### src/rtl/spi_eep_pkg.sv
package spi_eep_pkg;

    localparam int PAGE_SIZE_DEF    = 64;
    localparam int NUM_SECTIONS_DEF = 4;
    localparam int ADDR_BITS_DEF    = 16;
    localparam int NUM_SECT_REGS    = 4;
    localparam int QUEUE_DEPTH      = 4;

    localparam int CMD_W      = 3;
    localparam int SECT_W     = 3;
    localparam int IDX_W      = 16;
    localparam int CNT_W      = 16;
    localparam int STATUS_W   = 2;
    localparam int ACTION_W   = 3;
    localparam int OPCODE_W   = 8;
    localparam int ADDR_OUT_W = 16;
    localparam int LEN_W      = 7;
    localparam int SPAN_W     = 17;
    localparam int SECT_REG_W = 32;
    localparam int CFG_IDX_W  = 3;
    localparam int CFG_DATA_W = 32;
    localparam int PG_OFF_W   = 8;

    localparam logic [CMD_W-1:0] CMD_WRITE_OBJ  = 3'd0;
    localparam logic [CMD_W-1:0] CMD_READ_OBJ   = 3'd1;
    localparam logic [CMD_W-1:0] CMD_READ_ITEMS = 3'd2;
    localparam logic [CMD_W-1:0] CMD_WREN       = 3'd3;
    localparam logic [CMD_W-1:0] CMD_WRDI       = 3'd4;
    localparam logic [CMD_W-1:0] CMD_DONE       = 3'd5;

    localparam logic [STATUS_W-1:0] ST_OK    = 2'd0;
    localparam logic [STATUS_W-1:0] ST_BUSY  = 2'd1;
    localparam logic [STATUS_W-1:0] ST_RANGE = 2'd2;

    localparam logic [ACTION_W-1:0] ACT_NONE     = 3'd0;
    localparam logic [ACTION_W-1:0] ACT_CMD      = 3'd1;
    localparam logic [ACTION_W-1:0] ACT_HEADER   = 3'd2;
    localparam logic [ACTION_W-1:0] ACT_DATA     = 3'd3;
    localparam logic [ACTION_W-1:0] ACT_COMPLETE = 3'd4;

    localparam logic [OPCODE_W-1:0] OP_NONE  = 8'h00;
    localparam logic [OPCODE_W-1:0] OP_WREN  = 8'h06;
    localparam logic [OPCODE_W-1:0] OP_WRDI  = 8'h04;
    localparam logic [OPCODE_W-1:0] OP_WRITE = 8'h02;
    localparam logic [OPCODE_W-1:0] OP_READ  = 8'h03;

    localparam logic [CFG_IDX_W-1:0] REG_MAX_ADDR  = 3'd0;
    localparam logic [CFG_IDX_W-1:0] REG_SECTION_0 = 3'd1;

    localparam logic [SPAN_W-1:0] MAX_ADDR_RESET = 17'h10000;

    typedef enum logic [2:0] {
        KIND_BUSY,
        KIND_RANGE,
        KIND_REQUEST,
        KIND_WREN,
        KIND_WRDI,
        KIND_DONE
    } item_kind_t;

    typedef struct packed {
        item_kind_t          kind;
        logic                write_op;
        logic [SPAN_W-1:0]   addr;
        logic [SPAN_W-1:0]   rem;
        logic [PG_OFF_W-1:0] page_off;
    } front_item_t;

    typedef struct packed {
        logic [SPAN_W-1:0]                         max_addr;
        logic [NUM_SECT_REGS-1:0][SECT_REG_W-1:0] section;
    } cfg_t;

    typedef struct packed {
        logic        valid;
        front_item_t item;
    } queue_head_t;

endpackage

### src/rtl/spi_eep_front.sv
module spi_eep_front
    import spi_eep_pkg::*;
#(
    parameter int PAGE_SIZE    = PAGE_SIZE_DEF,
    parameter int NUM_SECTIONS = NUM_SECTIONS_DEF,
    parameter int ADDR_BITS    = ADDR_BITS_DEF
)
(
    input  logic              clk,
    input  logic              rst_n,
    input  cfg_t              cfg,
    input  logic              in_valid,
    output logic              in_stall,
    input  logic [CMD_W-1:0]  command,
    input  logic [SECT_W-1:0] section,
    input  logic [IDX_W-1:0]  index,
    input  logic [CNT_W-1:0]  count,
    input  logic              bus_idle,
    output logic              push,
    output front_item_t       push_item,
    input  logic              queue_full
);

    localparam int SEC_LIMIT   = (NUM_SECTIONS < NUM_SECT_REGS) ? NUM_SECTIONS : NUM_SECT_REGS;
    localparam int SEC_IDX_W   = $clog2(NUM_SECT_REGS);
    localparam int RECIP_SHIFT = 26;
    localparam int RECIP_W     = RECIP_SHIFT - $clog2(PAGE_SIZE) + 1;
    localparam logic [RECIP_W-1:0] RECIP = RECIP_W'((64'd1 << RECIP_SHIFT) / PAGE_SIZE);
    localparam logic [32:0] ADDR_SPAN = 33'd1 << ADDR_BITS;

    logic a_valid_reg, b_valid_reg, c_valid_reg, d_valid_reg;
    logic a_ready, b_ready, c_ready, d_ready;

    logic [CMD_W-1:0]  a_cmd_reg;
    logic              a_idle_reg;
    logic              a_sec_ok_reg;
    logic [15:0]       a_size_reg;
    logic [15:0]       a_base_reg;
    logic [31:0]       a_prod_addr_reg;
    logic [31:0]       a_prod_rem_reg;

    item_kind_t        b_kind_reg, b_kind_next;
    logic              b_write_reg;
    logic [SPAN_W-1:0] b_addr_reg;
    logic [SPAN_W-1:0] b_rem_reg;

    item_kind_t        c_kind_reg;
    logic              c_write_reg;
    logic [SPAN_W-1:0] c_addr_reg;
    logic [SPAN_W-1:0] c_rem_reg;
    logic [SPAN_W-1:0] c_q_reg, c_q_next;

    front_item_t       d_item_reg, d_item_next;

    logic [SEC_IDX_W-1:0]   sel;
    logic [SECT_REG_W-1:0]  sect_word;
    logic                   sec_ok;
    logic [31:0]            addr_full;
    logic [31:0]            rem_full;
    logic [32:0]            total;
    logic [32:0]            limit;
    logic [SPAN_W+RECIP_W-1:0] recip_prod;
    logic [SPAN_W-1:0]      q_times_page;
    logic [SPAN_W-1:0]      rem_raw;
    logic [SPAN_W-1:0]      page_rem;

    assign d_ready  = !d_valid_reg || !queue_full;
    assign c_ready  = !c_valid_reg || d_ready;
    assign b_ready  = !b_valid_reg || c_ready;
    assign a_ready  = !a_valid_reg || b_ready;
    assign in_stall = !a_ready;
    assign push      = d_valid_reg && !queue_full;
    assign push_item = d_item_reg;

    // stage A: pick section, form both products
    assign sec_ok    = ({1'b0, section} < 4'(SEC_LIMIT));
    assign sel       = section[SEC_IDX_W-1:0];
    assign sect_word = cfg.section[sel];

    // stage B: add, range check, classify
    assign addr_full = a_prod_addr_reg + {16'b0, a_base_reg};
    assign rem_full  = (a_cmd_reg == CMD_READ_ITEMS) ? a_prod_rem_reg : {16'b0, a_size_reg};
    assign total     = {1'b0, addr_full} + {1'b0, rem_full};
    assign limit     = ({16'b0, cfg.max_addr} < ADDR_SPAN) ? {16'b0, cfg.max_addr} : ADDR_SPAN;

    always_comb
    begin
        priority if (a_cmd_reg == CMD_WRITE_OBJ || a_cmd_reg == CMD_READ_OBJ ||
                     a_cmd_reg == CMD_READ_ITEMS)
        begin
            if (!a_idle_reg)
            begin
                b_kind_next = KIND_BUSY;
            end
            else if (!a_sec_ok_reg || total > limit)
            begin
                b_kind_next = KIND_RANGE;
            end
            else
            begin
                b_kind_next = KIND_REQUEST;
            end
        end
        else if (a_cmd_reg == CMD_WREN || a_cmd_reg == CMD_WRDI)
        begin
            if (!a_idle_reg)
            begin
                b_kind_next = KIND_BUSY;
            end
            else if (a_cmd_reg == CMD_WREN)
            begin
                b_kind_next = KIND_WREN;
            end
            else
            begin
                b_kind_next = KIND_WRDI;
            end
        end
        else if (a_cmd_reg == CMD_DONE)
        begin
            b_kind_next = KIND_DONE;
        end
        else
        begin
            b_kind_next = KIND_RANGE;
        end
    end

    // stage C: quotient by page size through the reciprocal
    assign recip_prod = b_addr_reg * RECIP;
    assign c_q_next   = SPAN_W'(recip_prod >> RECIP_SHIFT);

    // stage D: remainder with one correction step
    assign q_times_page = SPAN_W'(c_q_reg * SPAN_W'(PAGE_SIZE));
    assign rem_raw      = c_addr_reg - q_times_page;
    assign page_rem     = (rem_raw >= SPAN_W'(PAGE_SIZE)) ? rem_raw - SPAN_W'(PAGE_SIZE) : rem_raw;

    always_comb
    begin
        d_item_next.kind     = c_kind_reg;
        d_item_next.write_op = c_write_reg;
        d_item_next.addr     = c_addr_reg;
        d_item_next.rem      = c_rem_reg;
        d_item_next.page_off = page_rem[PG_OFF_W-1:0];
    end

    always_ff @(posedge clk or negedge rst_n)
    begin
        if (!rst_n)
        begin
            a_valid_reg <= 1'b0;
            b_valid_reg <= 1'b0;
            c_valid_reg <= 1'b0;
            d_valid_reg <= 1'b0;
        end
        else
        begin
            if (a_ready)
            begin
                a_valid_reg <= in_valid;
            end
            if (b_ready)
            begin
                b_valid_reg <= a_valid_reg;
            end
            if (c_ready)
            begin
                c_valid_reg <= b_valid_reg;
            end
            if (d_ready)
            begin
                d_valid_reg <= c_valid_reg;
            end
        end
    end

    always_ff @(posedge clk)
    begin
        if (a_ready && in_valid)
        begin
            a_cmd_reg       <= command;
            a_idle_reg      <= bus_idle;
            a_sec_ok_reg    <= sec_ok;
            a_size_reg      <= sect_word[31:16];
            a_base_reg      <= sect_word[15:0];
            a_prod_addr_reg <= index * sect_word[31:16];
            a_prod_rem_reg  <= count * sect_word[31:16];
        end
        if (b_ready && a_valid_reg)
        begin
            b_kind_reg  <= b_kind_next;
            b_write_reg <= (a_cmd_reg == CMD_WRITE_OBJ);
            b_addr_reg  <= addr_full[SPAN_W-1:0];
            b_rem_reg   <= rem_full[SPAN_W-1:0];
        end
        if (c_ready && b_valid_reg)
        begin
            c_kind_reg  <= b_kind_reg;
            c_write_reg <= b_write_reg;
            c_addr_reg  <= b_addr_reg;
            c_rem_reg   <= b_rem_reg;
            c_q_reg     <= c_q_next;
        end
        if (d_ready && c_valid_reg)
        begin
            d_item_reg <= d_item_next;
        end
    end

endmodule

### src/rtl/spi_eep_queue.sv
module spi_eep_queue
    import spi_eep_pkg::*;
#(
    parameter int DEPTH = QUEUE_DEPTH
)
(
    input  logic        clk,
    input  logic        rst_n,
    input  logic        push,
    input  front_item_t push_item,
    output logic        full,
    input  logic        pop,
    output queue_head_t head
);

    localparam int PTR_W = (DEPTH > 1) ? $clog2(DEPTH) : 1;
    localparam int CNT_W = $clog2(DEPTH + 1);

    front_item_t           slots_reg [DEPTH];
    logic [PTR_W-1:0]      wr_ptr_reg, wr_ptr_next;
    logic [PTR_W-1:0]      rd_ptr_reg, rd_ptr_next;
    logic [CNT_W-1:0]      fill_reg, fill_next;

    assign full       = (fill_reg == CNT_W'(DEPTH));
    assign head.valid = (fill_reg != '0);
    assign head.item  = slots_reg[rd_ptr_reg];

    always_comb
    begin
        wr_ptr_next = wr_ptr_reg;
        rd_ptr_next = rd_ptr_reg;
        fill_next   = fill_reg;
        if (push)
        begin
            wr_ptr_next = (wr_ptr_reg == PTR_W'(DEPTH - 1)) ? '0 : wr_ptr_reg + 1'b1;
        end
        if (pop)
        begin
            rd_ptr_next = (rd_ptr_reg == PTR_W'(DEPTH - 1)) ? '0 : rd_ptr_reg + 1'b1;
        end
        if (push && !pop)
        begin
            fill_next = fill_reg + 1'b1;
        end
        else if (pop && !push)
        begin
            fill_next = fill_reg - 1'b1;
        end
    end

    always_ff @(posedge clk or negedge rst_n)
    begin
        if (!rst_n)
        begin
            wr_ptr_reg <= '0;
            rd_ptr_reg <= '0;
            fill_reg   <= '0;
        end
        else
        begin
            wr_ptr_reg <= wr_ptr_next;
            rd_ptr_reg <= rd_ptr_next;
            fill_reg   <= fill_next;
        end
    end

    always_ff @(posedge clk)
    begin
        if (push)
        begin
            slots_reg[wr_ptr_reg] <= push_item;
        end
    end

endmodule

### src/rtl/spi_eep_back.sv
module spi_eep_back
    import spi_eep_pkg::*;
#(
    parameter int PAGE_SIZE = PAGE_SIZE_DEF,
    parameter int ADDR_BITS = ADDR_BITS_DEF
)
(
    input  logic                  clk,
    input  logic                  rst_n,
    input  queue_head_t           head,
    output logic                  pop,
    output logic                  out_valid,
    input  logic                  out_stall,
    output logic [STATUS_W-1:0]   status,
    output logic [ACTION_W-1:0]   action,
    output logic [OPCODE_W-1:0]   opcode,
    output logic [ADDR_OUT_W-1:0] address,
    output logic [LEN_W-1:0]      length,
    output logic [SPAN_W-1:0]     buffer_offset,
    output logic                  deselect_first
);

    localparam logic [ADDR_OUT_W-1:0] AMASK =
        (ADDR_BITS >= ADDR_OUT_W) ? {ADDR_OUT_W{1'b1}} :
        ADDR_OUT_W'((64'd1 << ADDR_BITS) - 64'd1);

    logic                  hp_reg, hp_next;
    logic                  wm_reg, wm_next;
    logic                  wl_reg, wl_next;
    logic [SPAN_W-1:0]     cur_reg, cur_next;
    logic [SPAN_W-1:0]     rem_reg, rem_next;
    logic [SPAN_W-1:0]     doff_reg, doff_next;
    logic [PG_OFF_W-1:0]   poff_reg, poff_next;

    logic                  out_valid_reg;
    logic [STATUS_W-1:0]   status_reg, status_next;
    logic [ACTION_W-1:0]   action_reg, action_next;
    logic [OPCODE_W-1:0]   opcode_reg, opcode_next;
    logic [ADDR_OUT_W-1:0] address_reg, address_next;
    logic [LEN_W-1:0]      length_reg, length_next;
    logic [SPAN_W-1:0]     boff_reg, boff_next;
    logic                  desel_reg, desel_next;

    logic                  run_adv;
    logic                  hp_sel, wm_sel;
    logic [SPAN_W-1:0]     cur_sel, rem_sel, doff_sel;
    logic [PG_OFF_W-1:0]   poff_sel;
    logic [SPAN_W-1:0]     room;

    assign pop            = head.valid && (!out_valid_reg || !out_stall);
    assign out_valid      = out_valid_reg;
    assign status         = status_reg;
    assign action         = action_reg;
    assign opcode         = opcode_reg;
    assign address        = address_reg;
    assign length         = length_reg;
    assign buffer_offset  = boff_reg;
    assign deselect_first = desel_reg;

    always_comb
    begin
        run_adv  = 1'b0;
        hp_sel   = hp_reg;
        wm_sel   = wm_reg;
        cur_sel  = cur_reg;
        rem_sel  = rem_reg;
        doff_sel = doff_reg;
        poff_sel = poff_reg;
        wl_next  = wl_reg;
        status_next  = ST_OK;
        action_next  = ACT_NONE;
        opcode_next  = OP_NONE;
        address_next = '0;
        length_next  = '0;
        boff_next    = '0;
        desel_next   = 1'b0;
        unique case (head.item.kind)
            KIND_BUSY:
            begin
                status_next = ST_BUSY;
            end
            KIND_RANGE:
            begin
                status_next = ST_RANGE;
            end
            KIND_WREN:
            begin
                wl_next     = 1'b1;
                action_next = ACT_CMD;
                opcode_next = OP_WREN;
            end
            KIND_WRDI:
            begin
                wl_next     = 1'b0;
                action_next = ACT_CMD;
                opcode_next = OP_WRDI;
            end
            KIND_REQUEST:
            begin
                hp_sel   = 1'b1;
                wm_sel   = head.item.write_op;
                cur_sel  = head.item.addr;
                rem_sel  = head.item.rem;
                doff_sel = '0;
                poff_sel = head.item.page_off;
                run_adv  = 1'b1;
            end
            KIND_DONE:
            begin
                if (rem_reg == '0)
                begin
                    action_next = ACT_COMPLETE;
                    desel_next  = 1'b1;
                end
                else
                begin
                    run_adv = 1'b1;
                end
            end
            default:
            begin
                status_next = ST_RANGE;
            end
        endcase

        hp_next   = hp_sel;
        wm_next   = wm_sel;
        cur_next  = cur_sel;
        rem_next  = rem_sel;
        doff_next = doff_sel;
        poff_next = poff_sel;
        room      = SPAN_W'(PAGE_SIZE) - SPAN_W'(poff_sel);

        if (run_adv)
        begin
            if (hp_sel)
            begin
                desel_next = 1'b1;
                if (!wm_sel || wl_reg)
                begin
                    hp_next      = 1'b0;
                    wl_next      = 1'b0;
                    action_next  = ACT_HEADER;
                    opcode_next  = wm_sel ? OP_WRITE : OP_READ;
                    address_next = cur_sel[ADDR_OUT_W-1:0] & AMASK;
                end
                else
                begin
                    wl_next     = 1'b1;
                    action_next = ACT_CMD;
                    opcode_next = OP_WREN;
                end
            end
            else
            begin
                hp_next     = 1'b1;
                action_next = ACT_DATA;
                boff_next   = doff_sel;
                if (rem_sel > room)
                begin
                    rem_next    = rem_sel - room;
                    doff_next   = doff_sel + room;
                    cur_next    = cur_sel + room;
                    poff_next   = '0;
                    wl_next     = !wm_sel;
                    length_next = room[LEN_W-1:0];
                end
                else
                begin
                    rem_next    = '0;
                    length_next = rem_sel[LEN_W-1:0];
                end
            end
        end
    end

    always_ff @(posedge clk or negedge rst_n)
    begin
        if (!rst_n)
        begin
            hp_reg        <= 1'b1;
            wm_reg        <= 1'b0;
            wl_reg        <= 1'b0;
            cur_reg       <= '0;
            rem_reg       <= '0;
            doff_reg      <= '0;
            poff_reg      <= '0;
            out_valid_reg <= 1'b0;
        end
        else
        begin
            if (pop)
            begin
                hp_reg   <= hp_next;
                wm_reg   <= wm_next;
                wl_reg   <= wl_next;
                cur_reg  <= cur_next;
                rem_reg  <= rem_next;
                doff_reg <= doff_next;
                poff_reg <= poff_next;
            end
            if (pop)
            begin
                out_valid_reg <= 1'b1;
            end
            else if (!out_stall)
            begin
                out_valid_reg <= 1'b0;
            end
        end
    end

    always_ff @(posedge clk)
    begin
        if (pop)
        begin
            status_reg  <= status_next;
            action_reg  <= action_next;
            opcode_reg  <= opcode_next;
            address_reg <= address_next;
            length_reg  <= length_next;
            boff_reg    <= boff_next;
            desel_reg   <= desel_next;
        end
    end

endmodule

### src/rtl/spi_eeprom_transfer_sequencer.sv
// channel   handshake              payload
// cfg       cfg_we                 cfg_index, cfg_data
// in        in_valid / in_stall    command, section, index, count, bus_idle
// out       out_valid / out_stall  status, action, opcode, address, length,
//                                  buffer_offset, deselect_first
//
// One transaction accepted per cycle while in_stall is low; a result passes through
// four front stages, the queue and the output register.
// The back end retires one queued item per cycle unless out_stall holds the output; its state update sets the rate.
// rst_n clears all control state at once; no clearing pass.
// out_stall backs up the queue, then the front stages, then in_stall.
module spi_eeprom_transfer_sequencer
    import spi_eep_pkg::*;
#(
    parameter int PAGE_SIZE    = PAGE_SIZE_DEF,
    parameter int NUM_SECTIONS = NUM_SECTIONS_DEF,
    parameter int ADDR_BITS    = ADDR_BITS_DEF
)
(
    input  logic                  clk,
    input  logic                  rst_n,
    input  logic                  cfg_we,
    input  logic [CFG_IDX_W-1:0]  cfg_index,
    input  logic [CFG_DATA_W-1:0] cfg_data,
    input  logic                  in_valid,
    output logic                  in_stall,
    input  logic [CMD_W-1:0]      command,
    input  logic [SECT_W-1:0]     section,
    input  logic [IDX_W-1:0]      index,
    input  logic [CNT_W-1:0]      count,
    input  logic                  bus_idle,
    output logic                  out_valid,
    input  logic                  out_stall,
    output logic [STATUS_W-1:0]   status,
    output logic [ACTION_W-1:0]   action,
    output logic [OPCODE_W-1:0]   opcode,
    output logic [ADDR_OUT_W-1:0] address,
    output logic [LEN_W-1:0]      length,
    output logic [SPAN_W-1:0]     buffer_offset,
    output logic                  deselect_first
);

    cfg_t        cfg_reg;
    logic        push;
    front_item_t push_item;
    logic        queue_full;
    logic        pop;
    queue_head_t head;

    always_ff @(posedge clk or negedge rst_n)
    begin
        if (!rst_n)
        begin
            cfg_reg.max_addr <= MAX_ADDR_RESET;
            cfg_reg.section  <= '0;
        end
        else if (cfg_we)
        begin
            if (cfg_index == REG_MAX_ADDR)
            begin
                cfg_reg.max_addr <= cfg_data[SPAN_W-1:0];
            end
            for (int s = 0; s < NUM_SECT_REGS; s++)
            begin
                if (cfg_index == REG_SECTION_0 + CFG_IDX_W'(s))
                begin
                    cfg_reg.section[s] <= cfg_data;
                end
            end
        end
    end

    spi_eep_front #(
        .PAGE_SIZE    (PAGE_SIZE),
        .NUM_SECTIONS (NUM_SECTIONS),
        .ADDR_BITS    (ADDR_BITS)
    ) u_front (
        .clk        (clk),
        .rst_n      (rst_n),
        .cfg        (cfg_reg),
        .in_valid   (in_valid),
        .in_stall   (in_stall),
        .command    (command),
        .section    (section),
        .index      (index),
        .count      (count),
        .bus_idle   (bus_idle),
        .push       (push),
        .push_item  (push_item),
        .queue_full (queue_full)
    );

    spi_eep_queue #(
        .DEPTH (QUEUE_DEPTH)
    ) u_queue (
        .clk       (clk),
        .rst_n     (rst_n),
        .push      (push),
        .push_item (push_item),
        .full      (queue_full),
        .pop       (pop),
        .head      (head)
    );

    spi_eep_back #(
        .PAGE_SIZE (PAGE_SIZE),
        .ADDR_BITS (ADDR_BITS)
    ) u_back (
        .clk            (clk),
        .rst_n          (rst_n),
        .head           (head),
        .pop            (pop),
        .out_valid      (out_valid),
        .out_stall      (out_stall),
        .status         (status),
        .action         (action),
        .opcode         (opcode),
        .address        (address),
        .length         (length),
        .buffer_offset  (buffer_offset),
        .deselect_first (deselect_first)
    );

endmodule

### config.mk
export PLATFORM = sky130hd
export DESIGN_NAME = spi_eeprom_transfer_sequencer
export DESIGN_NICKNAME = d
export VERILOG_FILES = /design/src/rtl/spi_eep_pkg.sv /design/src/rtl/spi_eep_front.sv /design/src/rtl/spi_eep_queue.sv /design/src/rtl/spi_eep_back.sv /design/src/rtl/spi_eeprom_transfer_sequencer.sv
export SDC_FILE = /design/constraint.sdc
export NUM_CORES = 2
export LEC_CHECK = 0
export BUFFER_PORTS_ARGS = -buffer_cell sky130_fd_sc_hd__buf_2
export CORE_UTILIZATION = 60
export CTS_BUF_LIST = sky130_fd_sc_hd__clkbuf_8
export DETAILED_ROUTE_END_ITERATION = 8
export PLACE_DENSITY = 0.86
export RECOVER_POWER = 25
export SYNTH_ARGS = -nofsm -noshare
export SYNTH_HDL_FRONTEND = slang
export SYNTH_HIERARCHICAL = 1
export SYNTH_SLANG_ARGS = --single-unit
### constraint.sdc
create_clock -name clk -period 6.9 [get_ports clk]
set_clock_uncertainty 0.15 [all_clocks]
set_input_delay 1.035 -clock clk [delete_from_list [all_inputs] [get_ports clk]]
set_output_delay 1.035 -clock clk [all_outputs]
set_load 0.01 [all_outputs]
==> flow_summary.ini <==
[route]
drc = 0
viasPerCell = 5.950
route.vias.total = 34820
drtAntennaViolNets = 0
drt_pre_antenna_iters = 6
drtIter0Drc = 2912
routed_wl_mm = 124.2
wire_per_inst_um = 21.22

[timing]
finalCriticalPeriod_ps = 6991
tightest_slew_ps = 4772
setup_viol = 4
finalWorstSetupSlack_ps = -91.30
hold_ws_ps = 259.9
max_freq_ghz = 0.1430
rsz0062_at_grt = yes
hold_violations = 0
slew_viol_final = 74
slew-limit-headroom = -2.182
finalCritPeriodShare = 1.013

[finish]
largest_reg_flops = 180
final_nets = 5485
area_delta_synth_final_pct = 14.33
drive_gt1_frac = 0.2235
fin_util = 0.6985

[worst_setup_path]
timing.critical_path.to = u_front/a_prod_rem_reg[28]$_DFFE_PP_
cp.required_ps = 7190
r2r_slack_ps = 70
cp_max_fo = 5
reg2regPathDepth = 23
crit_path_end_kind = flip-flop
start_kind = primary input
worstReg2RegEnd = u_front/a_prod_rem_reg[28]$_DFFE_PP_
path_class = in2reg
regToRegStartpoint = cfg_reg[28]$_DFFE_PN0P_
crit_start = section[0]
worstPathArrival_ps = 7280

[floorplanning]
num_io_pins = 135
rows = 103
core-area_um2 = 79520
die_h_um = 286.6
die_w_um = 286.6
initial_core_util = 0.6110
die_area_um2 = 82110

[clocking]
cts_tree = done
clock_path_buffers = 3
cts_made_buffers = 106
cts_hold_buf = 0
cts_htree_levels = 3
cts.sinks = 659
cts_root_buf = clkbuf_8
clock_latency_ps = 750
path_clk_slew_ps = 60

[yosys]
synth_area_per_cell_um2 = 11.26
synth_warnings = 6
netlist_area_um2 = 48580
postSynthCellCount = 4314

[worst_hold_path]
min_path_type = reg2reg

[placed_design]
dp_hpwl_mm = 90.53
place.gp.congestion = 0.9660
place.port_buffers = 129

[global_route]
antenna_found_initial = 9
grt_pass1_wl_mm = 192.0
grt_pass1_vias = 36480
gr-total-overflow = 0
grt_usage = 0.2988
grt_max_degree = 146

[run_status]
failed_checks = max-capacitance violations, max-slew violations, negative setup slack
status = finished with violations

[job]
cap_violations = 1
how the worst min path moves through the flow:
stage / from / end / slack [ps] / cells after the start
floorplan: u_front/b_addr_reg[0]$_DFFE_PP_ / u_front/c_addr_reg[0]$_DFFE_PP_ / 250 / 0
global placement: u_front/c_addr_reg[3]$_DFFE_PP_ / u_front/push_item[28]$_DFFE_PP_ / 250 / 0
detailed placement: u_front/b_addr_reg[5]$_DFFE_PP_ / u_front/c_addr_reg[5]$_DFFE_PP_ / 250 / 0
CTS: rst_n / u_back/doff_reg[13]$_DFFE_PN0P_ / 100 / 1
global route: u_front/b_rem_reg[9]$_DFFE_PP_ / u_front/c_rem_reg[9]$_DFFE_PP_ / 250 / 0
finish: u_front/b_rem_reg[9]$_DFFE_PP_ / u_front/c_rem_reg[9]$_DFFE_PP_ / 260 / 0
per-stage QoR:
step / TNS [ps] / setup WS [ps] / cell area, um2 / instances
finish: -181.6 / -91.30 / 55540 / 5853
global route: -1803 / -219.7 / 55540 / 5853
CTS: -5.557 / -5.505 / 54640 / 5804
detailed placement: -20960 / -925.1 / 52340 / 5603
global placement: -15990 / -694.7 / 52340 / 5603
floorplan: -3571 / -540.6 / 48970 / 4319
metal layers:
metal	GRT usage	part of all wire	vias to the layer above
li1	-	-	15490
met2	0.5232	0.50	1696
met5	0	0	-
met1	0.3538	0.37	17160
met4	0.1687	0.063	0
met3	0.04134	0.069	473
area by class of cell:
type                            count  area (um2)
Timing Repair Buffer              471        3495
Tap cell                         1050        1314
Antenna cell                        7       17.52
Multi-Input combinational cell   2921       27710
Sequential cell                   659       18700
Fill cell                        5157       23970
Inverter                          546        2049
Clock inverter                     77       574.3
Clock buffer                      122        1679
critical path, stage by stage:
cell and delay (ps):
buf_12 100, buf_12 120, mux4_2 590, buf_6 160, buf_4 120, and2_1 160
fa_1 500, inv_2 50, fa_1 540, inv_1 60, fa_1 470, inv_1 50
fa_1 490, fa_1 440, inv_2 90, fa_2 460, ha_4 300, inv_1 40
or3_4 350, nor2_4 180, buf_6 130, a41oi_4 90, a211o_1 340, and3_1 150
a311o_1 280
placed cells by master, fill, tap and decap left out, drive strengths merged, types with 40 or more instances in the layout:
cell    instances
o21ai         111
edfxtp        441
a21o           48
mux4           77
ha            307
and2          245
nor2          152
xnor2         106
a21oi         127
nand3          54
mux2          170
nand2         548
and3           40
xor2           43
buf           467
inv           580
dfrtp         216
clkbuf        126
nor3           53
fa            394
timing repair:
| item | 4_1_cts | 5_1_grt |
|---|---|---|
| pin swaps | 2 | 86 |
| gates resized for setup | 7 | 138 |
| gates cloned | 0 | 2 |
| buffers inserted | 2 | 42 |
| setup endpoints to repair | 5 | 27 |
Power is left out: the tool's default activity adds up to more than one toggle a clock period on the data nets, which glitch-free logic cannot reach.
